==> config.mk <==
export PLATFORM = sky130hd
export DESIGN_NAME = palette_pixel_count_classifier_flat
export DESIGN_NICKNAME = d
export VERILOG_FILES = /design/src/hdl/ppcc_pkg.sv /design/src/hdl/ppcc_pix_if.sv /design/src/hdl/ppcc_res_if.sv /design/src/hdl/ppcc_match.sv /design/src/hdl/palette_pixel_count_classifier.sv /design/src/flat_wrapper.sv
export SDC_FILE = /design/constraint.sdc
export NUM_CORES = 2
export LEC_CHECK = 0
export ABC_AREA = 1
export BUFFER_PORTS_ARGS = -buffer_cell sky130_fd_sc_hd__buf_2
export CORE_ASPECT_RATIO = 0.9
export CORE_MARGIN = 2
export CORE_UTILIZATION = 55
export DETAILED_ROUTE_END_ITERATION = 6
export PLACE_DENSITY_LB_ADDON = 0.12
export SLEW_MARGIN = 20
export SYNTH_ARGS = -nofsm -noshare
export SYNTH_HDL_FRONTEND = slang
export SYNTH_SLANG_ARGS = --single-unit
==> constraint.sdc <==
create_clock -name i_clk -period 15.2 [get_ports i_clk]
set_input_delay 0.76 -clock i_clk [delete_from_list [all_inputs] [get_ports i_clk]]
set_output_delay 0.76 -clock i_clk [all_outputs]
set_load 0.02 [all_outputs]
==> src/hdl/ppcc_pkg.sv <==
// ----------------------------------------------------------------------------
// Palette pixel count classifier package
// Reference colours, reference counts, register map and shared types.
// ----------------------------------------------------------------------------
`default_nettype none

package ppcc_pkg;

    // Default width of the dark and light tallies.
    localparam int COUNT_WIDTH = 16;

    // Fixed widths of the pixel and result fields.
    localparam int CHAN_W  = 8;
    localparam int CLASS_W = 4;
    localparam int TALLY_W = 16;

    // Reference counts are below 4096.
    localparam int REF_W = 12;

    // Squared distance over three channels: 3 * 255^2 fits in 18 bits.
    localparam int SQ_W  = 18;
    localparam int TOL_W = 8;
    localparam int TOLSQ_W = 2 * TOL_W;

    // Configuration port.
    localparam int PADDR_W = 3;
    localparam int PDATA_W = 32;
    localparam logic [0:0] REG_MATCH_TOL = 1'b0;
    localparam logic [TOL_W-1:0] MATCH_TOL_RESET = 8'd3;

    // Number of entries in each half of the reference table.
    localparam int HALF_N = 6;
    localparam int N_DARK  = 6;
    localparam int N_LIGHT = 2;

    // Three colour channels, index 0 is the first stored channel.
    typedef logic [0:2][CHAN_W-1:0] t_pixel;

    // Per-pixel match flags.
    typedef struct packed {
        logic dark;
        logic light;
    } t_match;

    localparam t_pixel DARK_COLOURS [0:N_DARK-1] = '{
        '{8'd82,  8'd83,  8'd86},
        '{8'd65,  8'd65,  8'd68},
        '{8'd115, 8'd115, 8'd118},
        '{8'd38,  8'd38,  8'd38},
        '{8'd117, 8'd117, 8'd120},
        '{8'd29,  8'd27,  8'd27}
    };

    localparam t_pixel LIGHT_COLOURS [0:N_LIGHT-1] = '{
        '{8'd248, 8'd248, 8'd248},
        '{8'd211, 8'd211, 8'd221}
    };

    // Pixel counts of a 104 x 104 tile; first half light, second half dark.
    localparam logic [REF_W-1:0] REF_COUNTS [0:2*HALF_N-1] = '{
        12'd1833, 12'd2065, 12'd1668, 12'd2267, 12'd2657, 12'd1001,
        12'd2686, 12'd3051, 12'd2503, 12'd3261, 12'd3442, 12'd1321
    };

    // Squared Euclidean distance between a pixel and a reference colour.
    function automatic logic [SQ_W-1:0] sq_dist(input t_pixel a, input t_pixel b);
        logic [CHAN_W-1:0]   d;
        logic [2*CHAN_W-1:0] sq;
        logic [SQ_W-1:0]     sum;
        sum = '0;
        for (int k = 0; k < 3; k++) begin
            d   = (a[k] > b[k]) ? (a[k] - b[k]) : (b[k] - a[k]);
            sq  = d * d;
            sum = sum + SQ_W'(sq);
        end
        return sum;
    endfunction

endpackage

`default_nettype wire

==> src/hdl/ppcc_pix_if.sv <==
// ----------------------------------------------------------------------------
// Pixel channel interface
// Valid/ready channel carrying one pixel and its end-of-frame flag.
// ----------------------------------------------------------------------------
`default_nettype none

interface ppcc_pix_if;
    logic                       valid;
    logic                       ready;
    logic [ppcc_pkg::CHAN_W-1:0] chan_zero;
    logic [ppcc_pkg::CHAN_W-1:0] chan_one;
    logic [ppcc_pkg::CHAN_W-1:0] chan_two;
    logic                       last_pixel;

    modport source (output valid, chan_zero, chan_one, chan_two, last_pixel, input ready);
    modport sink   (input valid, chan_zero, chan_one, chan_two, last_pixel, output ready);
endinterface

`default_nettype wire

==> src/hdl/ppcc_res_if.sv <==
// ----------------------------------------------------------------------------
// Result channel interface
// Valid/ready channel carrying the frame class and both tallies.
// ----------------------------------------------------------------------------
`default_nettype none

interface ppcc_res_if;
    logic                         valid;
    logic                         ready;
    logic [ppcc_pkg::CLASS_W-1:0] piece_class;
    logic [ppcc_pkg::TALLY_W-1:0] dark_pixels;
    logic [ppcc_pkg::TALLY_W-1:0] light_pixels;

    modport source (output valid, piece_class, dark_pixels, light_pixels, input ready);
    modport sink   (input valid, piece_class, dark_pixels, light_pixels, output ready);
endinterface

`default_nettype wire

==> src/hdl/ppcc_match.sv <==
// ----------------------------------------------------------------------------
// Pixel colour matcher
// Compares one pixel with every dark and light reference colour in parallel.
// ----------------------------------------------------------------------------
`default_nettype none

module ppcc_match (
    input  wire ppcc_pkg::t_pixel                 i_pixel,
    input  wire logic [ppcc_pkg::TOLSQ_W-1:0]     i_tol_sq,
    output ppcc_pkg::t_match                      o_match
);

    logic [ppcc_pkg::N_DARK-1:0]  dark_hit;
    logic [ppcc_pkg::N_LIGHT-1:0] light_hit;

    // One distance check per reference colour; a match is strictly inside.
    always_comb begin
        for (int c = 0; c < ppcc_pkg::N_DARK; c++) begin
            dark_hit[c] = ppcc_pkg::sq_dist(i_pixel, ppcc_pkg::DARK_COLOURS[c])
                          < ppcc_pkg::SQ_W'(i_tol_sq);
        end
        for (int c = 0; c < ppcc_pkg::N_LIGHT; c++) begin
            light_hit[c] = ppcc_pkg::sq_dist(i_pixel, ppcc_pkg::LIGHT_COLOURS[c])
                           < ppcc_pkg::SQ_W'(i_tol_sq);
        end
    end

    assign o_match.dark  = |dark_hit;
    assign o_match.light = |light_hit;

endmodule

`default_nettype wire

==> src/hdl/palette_pixel_count_classifier.sv <==
// ----------------------------------------------------------------------------
// Palette pixel count classifier
// Tallies dark and light palette pixels of a frame and classifies the frame.
// ----------------------------------------------------------------------------
// The block takes one pixel per clock and never needs more: every pixel goes
// through an input register, a match register (eight parallel squared-distance
// compares against the tolerance) and the saturating tally counters. When the
// flagged last pixel has been counted, the final tallies pass through a
// distance stage and the minimum search into the result register driving the
// result channel. Only a frame end that finds the result stages full holds the
// pixel stream back; ordinary pixels keep flowing while a result waits to be
// taken. The user must write the tolerance register over the APB port at byte
// address 0 while no frame is in flight; the block does not enforce this.
// ----------------------------------------------------------------------------
`default_nettype none

module palette_pixel_count_classifier #(
    parameter int COUNT_WIDTH = ppcc_pkg::COUNT_WIDTH
) (
    input  wire logic                           i_clk,
    input  wire logic                           i_rst_n,
    ppcc_pix_if.sink                            i_pix,
    ppcc_res_if.source                          o_res,
    input  wire logic                           psel,
    input  wire logic                           penable,
    input  wire logic                           pwrite,
    input  wire logic [ppcc_pkg::PADDR_W-1:0]   paddr,
    input  wire logic [ppcc_pkg::PDATA_W-1:0]   pwdata,
    output logic      [ppcc_pkg::PDATA_W-1:0]   prdata,
    output logic                                pready
);

    localparam int DIFF_W = (COUNT_WIDTH > ppcc_pkg::REF_W) ? COUNT_WIDTH : ppcc_pkg::REF_W;
    localparam int EXT_W  = (COUNT_WIDTH > ppcc_pkg::TALLY_W) ? COUNT_WIDTH
                                                              : ppcc_pkg::TALLY_W;
    localparam int IDX_W  = 3;

    // ------------------------------------------------------------------
    // Configuration register
    // ------------------------------------------------------------------
    logic [ppcc_pkg::TOL_W-1:0]   r_tol;
    logic [ppcc_pkg::TOLSQ_W-1:0] r_tol_sq;
    logic                         cfg_wr;
    logic [0:0]                   cfg_idx;

    assign cfg_idx = paddr[2:2];
    assign cfg_wr  = psel && penable && pwrite && (cfg_idx == ppcc_pkg::REG_MATCH_TOL);
    assign pready  = 1'b1;
    assign prdata  = (cfg_idx == ppcc_pkg::REG_MATCH_TOL)
                   ? ppcc_pkg::PDATA_W'(r_tol) : '0;

    // The square of the tolerance is kept so the pixel path sees a constant.
    always_ff @(posedge i_clk) begin
        if (!i_rst_n) begin
            r_tol    <= ppcc_pkg::MATCH_TOL_RESET;
            r_tol_sq <= ppcc_pkg::TOLSQ_W'(ppcc_pkg::MATCH_TOL_RESET
                                            * ppcc_pkg::MATCH_TOL_RESET);
        end else if (cfg_wr) begin
            r_tol    <= pwdata[ppcc_pkg::TOL_W-1:0];
            r_tol_sq <= pwdata[ppcc_pkg::TOL_W-1:0] * pwdata[ppcc_pkg::TOL_W-1:0];
        end
    end

    // ------------------------------------------------------------------
    // Stage flow control
    // ------------------------------------------------------------------
    logic r_s1_valid, r_s2_valid, r_fin_valid, r_d_valid, r_out_valid;
    logic r_s1_last, r_s2_last;
    logic out_free, d_free, fin_free, fin_go, s2_go, s2_free, s1_go, s1_free;

    assign out_free = !r_out_valid || o_res.ready;
    assign d_free   = !r_d_valid || out_free;
    assign fin_go   = r_fin_valid && d_free;
    assign fin_free = !r_fin_valid || d_free;
    assign s2_go    = r_s2_valid && (!r_s2_last || fin_free);
    assign s2_free  = !r_s2_valid || s2_go;
    assign s1_go    = r_s1_valid && s2_free;
    assign s1_free  = !r_s1_valid || s1_go;

    assign i_pix.ready = s1_free;

    // ------------------------------------------------------------------
    // Input register
    // ------------------------------------------------------------------
    ppcc_pkg::t_pixel r_s1_pixel;

    always_ff @(posedge i_clk) begin
        if (!i_rst_n) begin
            r_s1_valid <= 1'b0;
        end else if (s1_free) begin
            r_s1_valid <= i_pix.valid;
        end
    end

    always_ff @(posedge i_clk) begin
        if (s1_free && i_pix.valid) begin
            r_s1_pixel <= '{i_pix.chan_zero, i_pix.chan_one, i_pix.chan_two};
            r_s1_last  <= i_pix.last_pixel;
        end
    end

    // ------------------------------------------------------------------
    // Match register
    // ------------------------------------------------------------------
    ppcc_pkg::t_match s1_match;
    ppcc_pkg::t_match r_s2_match;

    ppcc_match u_match (
        .i_pixel  (r_s1_pixel),
        .i_tol_sq (r_tol_sq),
        .o_match  (s1_match)
    );

    always_ff @(posedge i_clk) begin
        if (!i_rst_n) begin
            r_s2_valid <= 1'b0;
        end else if (s2_free) begin
            r_s2_valid <= r_s1_valid;
        end
    end

    always_ff @(posedge i_clk) begin
        if (s1_go) begin
            r_s2_match <= s1_match;
            r_s2_last  <= r_s1_last;
        end
    end

    // ------------------------------------------------------------------
    // Saturating tallies; a frame end moves them to the final registers.
    // ------------------------------------------------------------------
    logic [COUNT_WIDTH-1:0] r_dark, r_light, n_dark, n_light;
    logic [COUNT_WIDTH-1:0] r_fin_dark, r_fin_light;
    logic                   n_fin_valid;

    always_comb begin
        n_dark  = r_dark;
        n_light = r_light;
        if (r_s2_match.dark && (r_dark != '1)) begin
            n_dark = r_dark + COUNT_WIDTH'(1);
        end
        if (r_s2_match.light && (r_light != '1)) begin
            n_light = r_light + COUNT_WIDTH'(1);
        end
    end

    assign n_fin_valid = (r_fin_valid && !fin_go) || (s2_go && r_s2_last);

    always_ff @(posedge i_clk) begin
        if (!i_rst_n) begin
            r_dark      <= '0;
            r_light     <= '0;
            r_fin_valid <= 1'b0;
        end else begin
            r_fin_valid <= n_fin_valid;
            if (s2_go) begin
                if (r_s2_last) begin
                    r_dark  <= '0;
                    r_light <= '0;
                end else begin
                    r_dark  <= n_dark;
                    r_light <= n_light;
                end
            end
        end
    end

    always_ff @(posedge i_clk) begin
        if (s2_go && r_s2_last) begin
            r_fin_dark  <= n_dark;
            r_fin_light <= n_light;
        end
    end

    // ------------------------------------------------------------------
    // Distance stage: pick the half and measure against its six counts.
    // ------------------------------------------------------------------
    logic [DIFF_W-1:0]           r_diff [0:ppcc_pkg::HALF_N-1];
    logic                        r_d_dark_half;
    logic [ppcc_pkg::TALLY_W-1:0] r_d_dark, r_d_light;
    logic                        dark_half;
    logic [DIFF_W-1:0]           sel_count, ref_val;
    logic [DIFF_W-1:0]           n_diff [0:ppcc_pkg::HALF_N-1];
    logic [EXT_W-1:0]            fin_dark_ext, fin_light_ext;

    assign dark_half     = r_fin_dark > r_fin_light;
    assign sel_count     = dark_half ? DIFF_W'(r_fin_dark) : DIFF_W'(r_fin_light);
    assign fin_dark_ext  = EXT_W'(r_fin_dark);
    assign fin_light_ext = EXT_W'(r_fin_light);

    always_comb begin
        ref_val = '0;
        for (int i = 0; i < ppcc_pkg::HALF_N; i++) begin
            ref_val   = dark_half ? DIFF_W'(ppcc_pkg::REF_COUNTS[ppcc_pkg::HALF_N + i])
                                  : DIFF_W'(ppcc_pkg::REF_COUNTS[i]);
            n_diff[i] = (sel_count > ref_val) ? (sel_count - ref_val)
                                              : (ref_val - sel_count);
        end
    end

    always_ff @(posedge i_clk) begin
        if (!i_rst_n) begin
            r_d_valid <= 1'b0;
        end else if (d_free) begin
            r_d_valid <= r_fin_valid;
        end
    end

    always_ff @(posedge i_clk) begin
        if (fin_go) begin
            r_diff        <= n_diff;
            r_d_dark_half <= dark_half;
            r_d_dark      <= fin_dark_ext[ppcc_pkg::TALLY_W-1:0];
            r_d_light     <= fin_light_ext[ppcc_pkg::TALLY_W-1:0];
        end
    end

    // ------------------------------------------------------------------
    // Minimum search; on equal distance the lower index is kept.
    // ------------------------------------------------------------------
    logic [DIFF_W-1:0]            m01, m23, m45, m03;
    logic [IDX_W-1:0]             i01, i23, i45, i03, best;
    logic [ppcc_pkg::CLASS_W-1:0] n_class;

    always_comb begin
        m01 = (r_diff[1] < r_diff[0]) ? r_diff[1] : r_diff[0];
        i01 = (r_diff[1] < r_diff[0]) ? IDX_W'(1) : IDX_W'(0);
        m23 = (r_diff[3] < r_diff[2]) ? r_diff[3] : r_diff[2];
        i23 = (r_diff[3] < r_diff[2]) ? IDX_W'(3) : IDX_W'(2);
        m45 = (r_diff[5] < r_diff[4]) ? r_diff[5] : r_diff[4];
        i45 = (r_diff[5] < r_diff[4]) ? IDX_W'(5) : IDX_W'(4);
        m03 = (m23 < m01) ? m23 : m01;
        i03 = (m23 < m01) ? i23 : i01;
        best = (m45 < m03) ? i45 : i03;
        n_class = ppcc_pkg::CLASS_W'(best)
                + (r_d_dark_half ? ppcc_pkg::CLASS_W'(ppcc_pkg::HALF_N)
                                 : ppcc_pkg::CLASS_W'(0));
    end

    // ------------------------------------------------------------------
    // Result register
    // ------------------------------------------------------------------
    logic [ppcc_pkg::CLASS_W-1:0] r_out_class;
    logic [ppcc_pkg::TALLY_W-1:0] r_out_dark, r_out_light;

    always_ff @(posedge i_clk) begin
        if (!i_rst_n) begin
            r_out_valid <= 1'b0;
        end else if (out_free) begin
            r_out_valid <= r_d_valid;
        end
    end

    always_ff @(posedge i_clk) begin
        if (out_free && r_d_valid) begin
            r_out_class <= n_class;
            r_out_dark  <= r_d_dark;
            r_out_light <= r_d_light;
        end
    end

    assign o_res.valid        = r_out_valid;
    assign o_res.piece_class  = r_out_class;
    assign o_res.dark_pixels  = r_out_dark;
    assign o_res.light_pixels = r_out_light;

endmodule

`default_nettype wire

==> src/flat_wrapper.sv <==
// flat-port wrapper written by rule: the top's interface ports become plain ports
module palette_pixel_count_classifier_flat 
#(
    parameter int COUNT_WIDTH = ppcc_pkg::COUNT_WIDTH
)
  (i_clk, i_rst_n, psel, penable, pwrite, paddr, pwdata, prdata, pready, i_pix_valid, i_pix_chan_zero, i_pix_chan_one, i_pix_chan_two, i_pix_last_pixel, i_pix_ready, o_res_valid, o_res_piece_class, o_res_dark_pixels, o_res_light_pixels, o_res_ready);
  ppcc_pix_if i_pix_i ();
  ppcc_res_if o_res_i ();
  input  wire logic i_clk;
  input  wire logic i_rst_n;
  input  wire logic psel;
  input  wire logic penable;
  input  wire logic pwrite;
  input  wire logic [ppcc_pkg::PADDR_W-1:0] paddr;
  input  wire logic [ppcc_pkg::PDATA_W-1:0] pwdata;
  output logic      [ppcc_pkg::PDATA_W-1:0] prdata;
  output logic pready;
  input wire logic [$bits(i_pix_i.valid)-1:0] i_pix_valid;
  input wire logic [$bits(i_pix_i.chan_zero)-1:0] i_pix_chan_zero;
  input wire logic [$bits(i_pix_i.chan_one)-1:0] i_pix_chan_one;
  input wire logic [$bits(i_pix_i.chan_two)-1:0] i_pix_chan_two;
  input wire logic [$bits(i_pix_i.last_pixel)-1:0] i_pix_last_pixel;
  output wire logic [$bits(i_pix_i.ready)-1:0] i_pix_ready;
  output wire logic [$bits(o_res_i.valid)-1:0] o_res_valid;
  output wire logic [$bits(o_res_i.piece_class)-1:0] o_res_piece_class;
  output wire logic [$bits(o_res_i.dark_pixels)-1:0] o_res_dark_pixels;
  output wire logic [$bits(o_res_i.light_pixels)-1:0] o_res_light_pixels;
  input wire logic [$bits(o_res_i.ready)-1:0] o_res_ready;
  assign i_pix_i.valid = i_pix_valid;
  assign i_pix_i.chan_zero = i_pix_chan_zero;
  assign i_pix_i.chan_one = i_pix_chan_one;
  assign i_pix_i.chan_two = i_pix_chan_two;
  assign i_pix_i.last_pixel = i_pix_last_pixel;
  assign i_pix_ready = i_pix_i.ready;
  assign o_res_valid = o_res_i.valid;
  assign o_res_piece_class = o_res_i.piece_class;
  assign o_res_dark_pixels = o_res_i.dark_pixels;
  assign o_res_light_pixels = o_res_i.light_pixels;
  assign o_res_i.ready = o_res_ready;
  palette_pixel_count_classifier #(.COUNT_WIDTH(COUNT_WIDTH)) u_core (.i_clk(i_clk), .i_rst_n(i_rst_n), .i_pix(i_pix_i), .o_res(o_res_i), .psel(psel), .penable(penable), .pwrite(pwrite), .paddr(paddr), .pwdata(pwdata), .prdata(prdata), .pready(pready));
endmodule
==> results.ini <==
[cts]
cts_hold_buf = 0
post_cts_resized = 0
clk_pin_slew_ps = 70
cts.sinks = 281
cts-buffers-inserted = 34
cts_tree = built
clock_latency_ps = 590
cts_root_buf = clkbuf_16
clock_path_buffers = 3
cts_setup_buffers = 0
h-tree-depth = 2

[finish]
nNetsFinal = 10540
synthToLayoutAreaGrowth_pct = 5.163
layout-drive-gt1-share = 0.04316
insertedDiodeCount = 0

[setup_path]
cp.required_ps = 15560
cp_slowest_cell = o21ai_0
path_common_cell = inv_1
critPathKind = flip-flop to flip-flop
slowest_delay_ps = 770
crit_fanout = 11
cp-start-kind = flip-flop
reg2reg_depth = 39
cp-end-kind = flip-flop
critical_path_arrival_ps = 12150

[placed_design]
port_buffers = 86
place.gp.congestion = 1.019
post-dp-hpwl_mm = 170.0

[yosys]
synth_ff_type = edfxtp_1
synth_top_area_frac = 0.3157
async_flop_share = 0
ys_ff_latch = 281
syn_inst = 8388
yosysSeqAreaShare = 0.1143
ys_types = 66
syn_area_um2 = 68690
synth_top_area_cell = fa_1
syn_area_per_cell_um2 = 8.189
synth-edff-count = 222
yosysWarnings = 0
netlist_top_cells_area = fa_1 32%, ha_1 17%, inv_1 12%

[grt]
met1_usage = 0.4722
grt_pass1_vias = 54860
antenna_found_initial = 10
use_met3 = 0.06283
grt_remaining_overflow = 0
grt_util_met2 = 0.4896
grt_max_degree = 74
top_usage_layer = met2
grt_pass1_wl_mm = 315.1
grt_usage = 0.3218

[floorplanning]
die_x_um = 376.5
die-area_um2 = 127700
io_pins = 138
fp.dieH_um = 339.3
rows = 122
start_util = 0.5562
core_um2 = 123500

[job]
maxCapViolCount = 0

[route]
vias_per_cell = 5.388
route.detailed.drc = 0
drtPass1Iterations = 6
wl_per_cell_um = 20.02
wirelength_mm = 202.0
vias = 54370
drtIter0Drc = 4347
drt.antenna.violating_nets = 0

[sta]
worst_pin_slew_ps = 1191
report.final.slew_viol_count = 0
clock.fmax_mhz = 84.85
finalSetupViolations = 0
final_hold_viol_count = 0
rsz0062_at_grt = no
finalCritPeriodShare = 0.7754
fin_crit_ps = 11790
fin_skew_ps = 30.51
slew_headroom = 0.1977
fin_tns_setup_ps = 0

[hold_path]
hold_depth = 1
hold_path.class = primary input to flip-flop

[outcome]
status = completed

logic make-up (layout without fill, tap and decap cells):
kind of cell	after synthesis	after routing	synth area share
buffers and inverters	2372	2441	0.1329
AND/OR/NAND/NOR	2354	2354	0.1370
adder cells (fa/ha/maj)	2015	2015	0.4854
AO/OA/AOI/OAI	986	986	0.08205
XOR/XNOR	370	370	0.04718
flip-flops	281	281	0.1143
multiplexers	8	8	0.001166
other	2	25	0.0001093
per-stage QoR:
| step | cell area [µm²] | setup WS (ps) | util | std cells | hold slack (ps) |
|---|---|---|---|---|---|
| after global placement | 71070 | 3818 | 0.5755 | 10030 | 403.1 |
| after global routing | 72230 | 2821 | 0.5849 | 10090 | 317.0 |
| after CTS | 72230 | 3630 | 0.5849 | 10090 | 301.3 |
| final | 72230 | 3415 | 0.5849 | 10090 | 340.8 |
| after detailed placement | 71090 | 3694 | 0.5757 | 10030 | 404.5 |
| after floorplan | 68770 | 5853 | - | 8411 | 400.3 |
placed cells by master (no fill, tap or decap), drive strengths merged, types with 178 or more instances in the layout:
master	synthesis	routed
ha	932	932
nor2	1007	1007
edfxtp	222	222
fa	1083	1083
o21ai	381	381
buf	61	178
nand2	1093	1093
a21oi	398	398
xor2	328	328
inv	2170	2170
per-layer routing:
| layer | part of all wire | up-vias |
|---|---|---|
| li1 | - | 25550 |
| met2 | 0.43 | 1936 |
| met3 | 0.091 | 252 |
| met4 | 0.027 | 8 |
| met1 | 0.45 | 26630 |
| met5 | 0.00025 | - |
cell type report:
class | instances | area [µm²]
clock buffers | 43 | 934.6
clock inverters | 19 | 201.4
fillers | 11440 | 51260
inverters | 2201 | 8270
multi-input cells | 5758 | 51830
flip-flops and latches | 281 | 7848
well taps | 1612 | 2017
repair buffers | 178 | 1134
cell usage after synthesis (all sizes together), types with 9 or more instances:
| library cell | instances |
|---|---|
| clkbuf | 110 |
| fa | 1083 |
| nand3 | 128 |
| inv | 2170 |
| o211ai | 31 |
| nand2 | 1093 |
| clkinv | 31 |
| edfxtp | 222 |
| o2111ai | 12 |
| o21bai | 60 |
| a31oi | 20 |
| ha | 932 |
| o31ai | 18 |
| xor2 | 328 |
| dfxtp | 59 |
| o21ai | 381 |
| a21oi | 398 |
| or2 | 24 |
| nor4 | 13 |
| buf | 61 |
| xnor2 | 42 |
| nor3 | 36 |
| nand4 | 39 |
| o221ai | 10 |
| a21o | 11 |
| o21a | 9 |
| nor2 | 1007 |
path summary, 6_finish.rpt:
| kind | start | to | slack (ps) |
|---|---|---|---|
| worst max-delay path | u_core.r_s1_pixel[19] | u_core.r_s2_match[1] | 3410 |
| worst max register to register | u_core.r_s1_pixel[19] | u_core.r_s2_match[1] | 3410 |
| worst min-delay path | i_pix_last_pixel | u_core.r_s1_last | 340 |
| worst min register to register | u_core.r_d_light[2] | u_core.o_res.light_pixels[2] | 420 |
critical path, delay by kind of cell (launching register included):
family          cells  cell delay, ps
buf+inv            11            1900
fa+ha+maj          10            4560
xor+xnor            1             110
flops               1             740
simple gates        9            1980
compound gates      8            2230
flip-flops by register name, summed over array words and instances (netlist names):
register                   count
u_core.fin_dark_ext           16
u_core.fin_light_ext          16
u_core.o_res.dark_pixels      16
u_core.o_res.light_pixels     16
u_core.o_res.piece_class       4
u_core.o_res.valid             1
u_core.r_d_dark               16
u_core.r_d_dark_half           1
u_core.r_d_light              16
u_core.r_d_valid               1
u_core.r_dark                 16
u_core.r_diff                 93
u_core.r_fin_valid             1
u_core.r_light                16
u_core.r_s1_last               1
u_core.r_s1_pixel             24
u_core.r_s1_valid              1
u_core.r_s2_last               1
u_core.r_s2_match              2
u_core.r_s2_valid              1
u_core.r_tol                   7
u_core.r_tol_sq               15
Power is not shown: default switching activity piles up to over one toggle a cycle in this logic, so the estimate is an artifact.
